**config.mk**
```make
export PLATFORM = sky130hd
export DESIGN_NAME = vsa_cell
export DESIGN_NICKNAME = d
export VERILOG_FILES = /design/src/rtl/core/vsa_pkg.sv /design/src/rtl/core/vsa_cell.sv
export SDC_FILE = /design/constraint.sdc
export NUM_CORES = 1
export LEC_CHECK = 0
export ABC_AREA = 0
export BUFFER_PORTS_ARGS = -buffer_cell sky130_fd_sc_hd__buf_4
export CAP_MARGIN = 20
export CELL_PAD_IN_SITES_DETAIL_PLACEMENT = 1
export CELL_PAD_IN_SITES_GLOBAL_PLACEMENT = 2
export CORE_MARGIN = 10
export CORE_UTILIZATION = 27
export CTS_CLUSTER_DIAMETER = 50
export DETAILED_ROUTE_END_ITERATION = 8
export GPL_ROUTABILITY_DRIVEN = 0
export PLACE_DENSITY = 0.8
export RECOVER_POWER = 25
export SLEW_MARGIN = 20
export SYNTH_ARGS = -nofsm -noshare
export SYNTH_HDL_FRONTEND = slang
export SYNTH_SLANG_ARGS = --single-unit
```
**constraint.sdc**
```tcl
create_clock -name clock -period 4.2 [get_ports clock]
set_input_delay 0.42 -clock clock [delete_from_list [all_inputs] [get_ports clock]]
set_output_delay 0.42 -clock clock [all_outputs]
set_load 0.005 [all_outputs]
```
**src/rtl/core/vsa_pkg.sv**
```systemverilog
// Shared types, status codes and helpers for the variable size allocator.
package vsa_pkg;

   localparam int AW     = 32;
   localparam int IDXW   = 10;
   localparam int NEED_W = AW + 2;

   localparam logic [1:0] ST_OK    = 2'd0;
   localparam logic [1:0] ST_NOFIT = 2'd1;
   localparam logic [1:0] ST_FULL  = 2'd2;
   localparam logic [1:0] ST_BAD   = 2'd3;

   localparam logic CMD_ALLOC = 1'b0;

   typedef struct packed {
      logic            best_hit;
      logic [AW-1:0]   best_off;
      logic [AW-1:0]   best_len;
      logic [IDXW-1:0] best_idx;
      logic            prev_hit;
      logic [AW-1:0]   prev_off;
      logic [AW-1:0]   prev_len;
      logic [IDXW-1:0] prev_idx;
      logic            next_hit;
      logic [AW-1:0]   next_off;
      logic [AW-1:0]   next_len;
      logic [IDXW-1:0] next_idx;
      logic            slot_hit;
      logic [IDXW-1:0] slot_idx;
   } carry_type;

   typedef struct packed {
      logic [NEED_W-1:0] need;
      logic [AW-1:0]     key;
   } query_type;

   typedef struct packed {
      logic            init_en;
      logic [AW-1:0]   init_len;
      logic            a_en;
      logic [IDXW-1:0] a_idx;
      logic            a_valid;
      logic [AW-1:0]   a_off;
      logic [AW-1:0]   a_len;
      logic            b_en;
      logic [IDXW-1:0] b_idx;
   } wr_type;

   // Largest power of two not above x; one for zero.
   function automatic logic [AW-1:0] top_pow2(input logic [AW-1:0] x);
      logic [AW-1:0] s;
      s = x;
      for (int k = 1; k < AW; k = k * 2) begin
         s = s | (s >> k);
      end
      if (x == '0) begin
         return AW'(1);
      end
      return s ^ (s >> 1);
   endfunction

endpackage

```
**src/rtl/core/vsa_cell.sv**
```systemverilog
// One free-table entry with its stage of the best-fit and neighbor search chain.
module vsa_cell import vsa_pkg::*; #(
   parameter int CELL_IDX = 0
) (
   input  logic      clock,
   input  logic      reset,
   input  carry_type left_carry,
   output carry_type right_carry,
   input  query_type query,
   input  wr_type    wr
);

   localparam logic [IDXW-1:0] MY_IDX = IDXW'(CELL_IDX);

   logic            valid_ff;
   logic [AW-1:0]   off_ff;
   logic [AW-1:0]   len_ff;
   carry_type       carry_ff;
   carry_type       carry_in;

   always_ff @(posedge clock) begin
      if (reset) begin
         valid_ff <= (CELL_IDX == 0);
         off_ff   <= '0;
         len_ff   <= (CELL_IDX == 0) ? {AW{1'b1}} : '0;
      end else if (wr.init_en) begin
         valid_ff <= (CELL_IDX == 0) && (wr.init_len != '0);
         off_ff   <= '0;
         len_ff   <= wr.init_len;
      end else begin
         if (wr.a_en && wr.a_idx == MY_IDX) begin
            valid_ff <= wr.a_valid;
            off_ff   <= wr.a_off;
            len_ff   <= wr.a_len;
         end
         if (wr.b_en && wr.b_idx == MY_IDX) begin
            valid_ff <= 1'b0;
         end
      end
   end

   always_comb begin
      carry_in = left_carry;
      if (valid_ff) begin
         if ({2'b00, len_ff} >= query.need &&
             (!left_carry.best_hit || len_ff < left_carry.best_len ||
              (len_ff == left_carry.best_len && off_ff < left_carry.best_off))) begin
            carry_in.best_hit = 1'b1;
            carry_in.best_off = off_ff;
            carry_in.best_len = len_ff;
            carry_in.best_idx = MY_IDX;
         end
         if (off_ff <= query.key) begin
            if (!left_carry.prev_hit || off_ff > left_carry.prev_off) begin
               carry_in.prev_hit = 1'b1;
               carry_in.prev_off = off_ff;
               carry_in.prev_len = len_ff;
               carry_in.prev_idx = MY_IDX;
            end
         end else if (!left_carry.next_hit || off_ff < left_carry.next_off) begin
            carry_in.next_hit = 1'b1;
            carry_in.next_off = off_ff;
            carry_in.next_len = len_ff;
            carry_in.next_idx = MY_IDX;
         end
      end else if (!left_carry.slot_hit) begin
         carry_in.slot_hit = 1'b1;
         carry_in.slot_idx = MY_IDX;
      end
   end

   always_ff @(posedge clock) begin
      carry_ff <= carry_in;
   end

   assign right_carry = carry_ff;

endmodule

```
**Yosys cells after proc, flatten, opt, wreduce, memory -nomap -nowiden**

Index checks and enable logic that the tools add are counted.

- Register bits after elaboration: 301
- Bits of input ports: 424
- Output and inout port bits: 236
- Word-level logic and storage cells: 54

- Magnitude comparators: 6
- Equal/unequal tests: 1
- Multiplexer cells: 13
- Reductions and logical operators: 17

Operators with widths:

| kind | number |
|---|---|
| $mux W75 | 5 |
| $mux W225 | 1 |
| $lt A32 B32 Y1 | 3 |
| $mux W32 | 2 |
| $ge A32 B34 Y1 | 1 |
| $eq A32 B32 Y1 | 1 |
| $gt A32 B32 Y1 | 1 |
| $le A32 B32 Y1 | 1 |
| $reduce_bool A32 Y1 | 1 |
| $logic_not A10 Y1 | 2 |
| $mux W11 | 1 |
| $mux W10 | 1 |
| $logic_and A1 B1 Y1 | 4 |
| $logic_or A1 B1 Y1 | 4 |
| $logic_not A1 Y1 | 3 |
| $mux W1 | 3 |
| $reduce_bool A3 Y1 | 1 |
| $reduce_bool A2 Y1 | 1 |
| $reduce_or A2 Y1 | 1 |

**Logic depth before layout (Yosys ltp)**

Gate-level depths: netlist (run 1).

- Depth after elaboration: 6
- Gate-level depth with buffers: 11
- Gate-level depth less buffers: 9

**Worst setup path before layout (run 1)**

No wires, ideal clock.

- Path kind: input to register
- From: in query[30] in the netlist's numbering
- To: reg carry_ff, in the netlist right_carry[129]
- Setup time: 123 ps
- Arrival time: 2874 ps
- Data required time: 4077 ps
- Path slack: 1202 ps
- Stages: 11
- Buffers on the path: 2
- Cells stage by stage: inv_1 > ha_1 > and4_1 > nand4_1 > or4_1 > or3b_1 > o21ai_1 > and4b_1 > buf_6 > buf_8 > mux2_1

RTL lines:

| item | line | source |
|---|---|---|
| from (decl) | vsa_cell.sv:9 | `input query_type query,` |
| to (signal assigned) | vsa_cell.sv:73 | `carry_ff <= carry_in;` |
| to (decl) | vsa_cell.sv:18 | `carry_type carry_ff;` |

==> qor.yml, run 1 <==
status: "completed"
ys_types: 53
crit_type: "reg2reg"
grt_overflow_total: 0
crit_chain: "buf_4 -> ha_1 -> nand4_1 -> nor3_1 -> nand3_1 -> a31o_2 -> a22oi_2 -> buf_4 -> nand2_1 -> a21boi_0"
min_to: "right_carry[122]"
ys.warnings.count: 0
boundaryPins: 660
ys.flop_type: "dfxtp_1"
crit_buf_inv: 2
cts_resized: 0
initial_core_util_pct: 27.4
grt_start_max_net_pins: 75
post_drt_wl_per_cell_um: 24.7
clk_latency_ps: 570
postCtsHoldBufs: 0
skew_ps: 13.8
yosys.area.top_type: "dfxtp_1"
viasPerCell: 4.91
die-area_um2: 68800
numPortBuffers: 659
synthCells: 1774
num_rows: 88
nets: 3038
drt_wl_total_um: 79600
hold_viol_final: 0
path_delay_family: "simple AND/OR/NAND/NOR gates"
period_share_pct: 88.6
crit_arrival_ps: 4190
hp-class: "in2reg"
min-delay-start: "left_carry[122]"
leakage_uw: 0.0109
cts.path.max_buffers: 3
cts.sinks: 301
hold_ws_ps: 58.9
h-tree-depth: 2
syn_area_per_cell_um2: 8.94
final_max_slew_viol_count: 0
grt_pass1_wl_um: 117000
critPathLaunchType: "register"
tightest_slew_ps: 948
ys_ff_latch: 301
r2r_cells: 10
dieHeight_um: 262
critical-path-max-stage-delay_ps: 680
crit_cells: 10
final_util_pct: 39.7
reg2reg_to: "right_carry[169]"
antenna_found_initial: 13
cts_tree: "yes"
cts_setup_buffers: 0
synth_area_um2: 15900
cts_root_buffer: "clkbuf_16"
min_delay_path_depth: 2
grt_pass1_vias: 17626
totalNegativeSetupSlack_ps: 0
cp_slowest_cell: "buf_4"
reg2reg_from: "off_ff[31]"
track_usage_pct: 22.3
synth_nets: 2388
ys_seq_area_share_pct: 38.0
vias: 15870
numCtsBuffers: 48
fmax_ghz: 0.269
required_ps: 4670
synth_edf_count: 0
final_layout_size_suffix_gt1_share_pct: 32.3
maxCapViolations: 0
critical_path.most_common_cell: "buf_4"
async_reset_ff_share_pct: 0
end_kind: "register"
slew_headroom_pct: 36.8
dp_hpwl_um: 63200
fin_crit_ps: 3720
setup_viol: 0
coreArea_um2: 57900
drtIter0Drc: 740
rsz0062_at_grt: "false"
clk_pin_slew_ps: 60
ant_nets: 0
first_pass_iters: 4
crit_fanout: 65
synthTopCellsByArea: "dfxtp_1 (38%), ha_1 (15%), mux2_2 (5.5%)"
r2r_slack_ps: 480
ir_drop_uv: 266
p_per_area_nw_per_um2: 367
drc: 0
area_delta_synth_final_pct: 44.8
die_w_um: 262
synth_top_area_share_pct: 38.0
registers in the layout, summed over array words and instances, names as in the netlist:
name / count
len_ff: 32
right_carry: 236
off_ff: 32
valid_ff: 1
cell usage in the layout, fill, tap and decap left out, drive strengths merged, types with 2 or more instances in the layout:
cell type  instances
buf              558
dfxtp            301
inv              199
ha               190
clkbuf           190
nand3            147
mux2             128
nor2             112
nand2            102
a21oi            101
o21ai             86
o211ai            72
nand2b            39
nand4             36
nor2b             35
mux2i             32
a21o              21
nor4              13
clkinv            12
a21boi            11
nor3              10
a211oi             8
o21a               7
diode              6
clkinvlp           6
a221oi             4
or4                4
a221o              3
and4               3
and2               3
and3               2
or2                2
nor4b              2
a22oi              2
metal layers:
layer / track usage (%) / share of wire, % / vias up
li1: - / - / 7509
met1: 24.4 / 39 / 7701
met2: 39.2 / 50 / 530
met3: 7.45 / 7.7 / 120
met4: 7.95 / 3.2 / 10
met5: 0 / 0.079 / -
power by group:
group / leakage (µW) / internal, µW / switching [µW]
sequential: 0.00252 / 3060 / 107
combinational: 0.00766 / 702 / 706
clock: 0.000740 / 2300 / 1550
worst max path at each step:
stage | from | endpoint
2_1_floorplan | query[30] | right_carry[129]
3_3_place_gp | off_ff[31] | right_carry[170]
3_5_place_dp | off_ff[31] | right_carry[169]
4_1_cts | off_ff[31] | right_carry[169]
5_1_grt | off_ff[31] | right_carry[169]
6_report | off_ff[31] | right_carry[169]
Yosys cell counts, types with 7 or more instances:
cell,number
inv_1,191
nor2b_1,35
a21oi_1,101
a21boi_0,11
a21o_1,21
buf_1,14
o211ai_1,72
nor2_1,112
mux2_1,50
o21a_1,7
nand4_1,36
nand2_1,102
nor4_1,13
a211oi_1,8
ha_1,190
o21ai_0,85
nand3_1,147
clkbuf_1,61
dfxtp_1,301
mux2i_1,32
mux2_2,78
nor3_1,10
nand2b_1,39
final cells by class:
cell class | count | area, µm²
fill | 6895 | 34900
multi-input combinational | 1191 | 8750
sequential | 301 | 6030
timing repair buffer | 691 | 4960
clock buffer | 57 | 1300
tap | 765 | 957
inverter | 191 | 717
clock inverter | 27 | 244
antenna | 6 | 15.0
per-stage QoR:
| stage | setup slack, ps | cell area [µm²] | power, µW | instances |
|---|---|---|---|---|
| after floorplan | 1200 | 15900 | 3760 | 1774 |
| after global placement | 453 | 21700 | 4650 | 3139 |
| after detailed placement | 355 | 21700 | 4700 | 3139 |
| after CTS | 322 | 23200 | 8580 | 3223 |
| after global routing | 68.5 | 23000 | 8810 | 3228 |
| final | 477 | 23000 | 8420 | 3229 |
cells by family after synthesis:
kind of cell | synth area share [%]
and+or+nand+nor | 15.8
AOI/OAI and AO/OA | 12.7
DFF | 38.0
buffers and inverters | 7.35
adders and majority gates | 15.0
muxes | 11.1
Power figures use the tool's default switching activity.
==> inputs of run 2 (changes only) <==
--- a/config.mk
+++ b/config.mk
@@ -15,6 +15,7 @@
 export CTS_CLUSTER_DIAMETER = 50
 export DETAILED_ROUTE_END_ITERATION = 8
 export GPL_ROUTABILITY_DRIVEN = 0
+export MAX_ROUTING_LAYER = met4
 export PLACE_DENSITY = 0.8
 export RECOVER_POWER = 25
 export SLEW_MARGIN = 20
==> constraint.sdc (replaced) <==
create_clock -name clock -period 4.2 [get_ports clock]
set_input_delay 0.21 -clock clock [delete_from_list [all_inputs] [get_ports clock]]
set_output_delay 0.21 -clock clock [all_outputs]
set_load 0.02 [all_outputs]
==> qor.yml, run 2 (synthesis gave the netlist of run 1 again) <==
status: "completed"
largest_reg_flops: 236
dp_hpwl_um: 63600
final_max_slew_viol_count: 0
path_delay_family: "simple AND/OR/NAND/NOR gates"
initial_core_util_pct: 27.4
hp-class: "in2reg"
crit_arrival_ps: 4110
critical-path-max-stage-delay_ps: 610
final_common_cell: "buf_4"
crit_cells: 9
clk_latency_ps: 590
setup_viol: 0
rsz0062_at_grt: "false"
layout.area.seq_um2: 6030
place_ws_ps: 547
crit_chain: "ha_1 -> and4_1 -> nand4_1 -> or4_1 -> or3b_1 -> o21ai_1 -> and4b_4 -> buf_4 -> mux2_2"
grt_pass1_vias: 20073
slew_headroom_pct: 32.4
tightest_slew_ps: 1010
totalNegativeSetupSlack_ps: 0
p_per_area_nw_per_um2: 356
fin_crit_ps: 3650
cts.sinks: 301
fmax_ghz: 0.274
drtIter0Drc: 770
cp_slowest_cell: "or4_1"
skew_ps: 25.4
drc: 0
required_ps: 4660
final_util_pct: 45.3
post_drt_wl_per_cell_um: 25.2
numCtsBuffers: 50
crit_fanout: 34
hold_ws_ps: 47.3
grt_overflow_total: 0
viasPerCell: 4.96
die_w_um: 262
nets: 3369
crit_type: "reg2reg"
fillerInstances: 6700
fin_ws_ps: 552
h-tree-depth: 2
boundaryPins: 660
maxCapViolations: 0
ir_drop_uv: 279
leakage_uw: 0.0122
end_kind: "register"
area_delta_synth_final_pct: 65.2
critPathLaunchType: "register"
reg2reg_to: "right_carry[107]"
grt_pass1_wl_um: 133000
worstSetupStartpoint: "off_ff[28]"
finalNonFillerCells: 3579
dp.cells: 3141
multiInputGateArea_um2: 8750
numPortBuffers: 659
r2r_slack_ps: 550
antenna_found_initial: 20
period_share_pct: 86.9
vias: 17735
grt_start_max_net_pins: 68
die-area_um2: 68800
crit_buf_inv: 1
dieHeight_um: 262
final_layout_size_suffix_gt1_share_pct: 26.5
final_cell_mix: "buf_4 (558), dlygate4sd3_1 (327), dfxtp_1 (301)"
ant_nets: 0
crit_end: "right_carry[107]"
drt_wl_total_um: 90300
cts_tree: "yes"
track_usage_pct: 25.7
reg2reg_from: "off_ff[28]"
coreArea_um2: 57900
cts_setup_buffers: 0
cts.path.max_buffers: 3
r2r_cells: 9
first_pass_iters: 5
num_rows: 88
hold_viol_final: 0
cts_root_buffer: "clkbuf_16"
clk_pin_slew_ps: 60
-- run 2: cell types whose count changed in the layout (fill, tap and decap cells not counted), sizes merged --
cell         previous run  this run
buf                   558       560
diode                   6        19
clkbuf                190       195
dlygate4sd3             0       327
bufinv                  1         3
inv                   199       200
-- run 2: layout make-up --
class                      count  share of cell area (%)
clock inverter                30                    1.14
inverter                     191                    2.74
clock buffer                  62                    5.38
tap                          765                    3.65
timing repair buffer        1020                    30.5
sequential                   301                    23.0
multi-input combinational   1191                    33.4
antenna                       19                   0.181
-- run 2: repair_timing --
| action | 4_1_cts | 5_1_grt |
|---|---|---|
| hold buffers | 327 | 0 |
| endpoints found under the hold margin | 300 | 0 |
| resized for setup | 0 | 0 |
-- run 2: stage by stage --
stage | instance area [µm²] | total power, µW
floorplan | 15900 | 3970
global placement | 21700 | 4870
detailed placement | 21700 | 4920
CTS | 26700 | 9430
global route | 26200 | 9680
finish | 26200 | 9320
-- run 2: worst min-delay path: cells and delay by family --
kind | cells | cell delay [ps]
simple gates | 3 | 210
mux | 1 | 90
buf+inv | 1 | 80
-- run 2: how the worst min path moves through the flow --
stage                     depth (start not counted)  slack [ps]          endpoint       startpoint
after global routing                              5          60        len_ff[27]           wr[38]
after floorplan                                   1         300  right_carry[160]  left_carry[160]
after global placement                            2         420   right_carry[92]   left_carry[92]
after detailed placement                          2         420  right_carry[114]  left_carry[114]
after CTS                                         5           1         len_ff[8]           wr[19]
final                                             5          50        len_ff[26]           wr[37]
-- run 2: layer usage --
layer	up-vias	global-route usage, %	part of all wire, %
met3	165	6.18	6.0
met4	0	8.88	3.3
met1	8739	27.1	39
li1	8198	-	-
met5	-	-	0
met2	633	46.3	52
-- run 2: where the power goes --
part	switching, µW	total [µW]	internal [µW]
logic	1030	1910	886
registers	116	3170	3060
clock network	1640	4240	2600
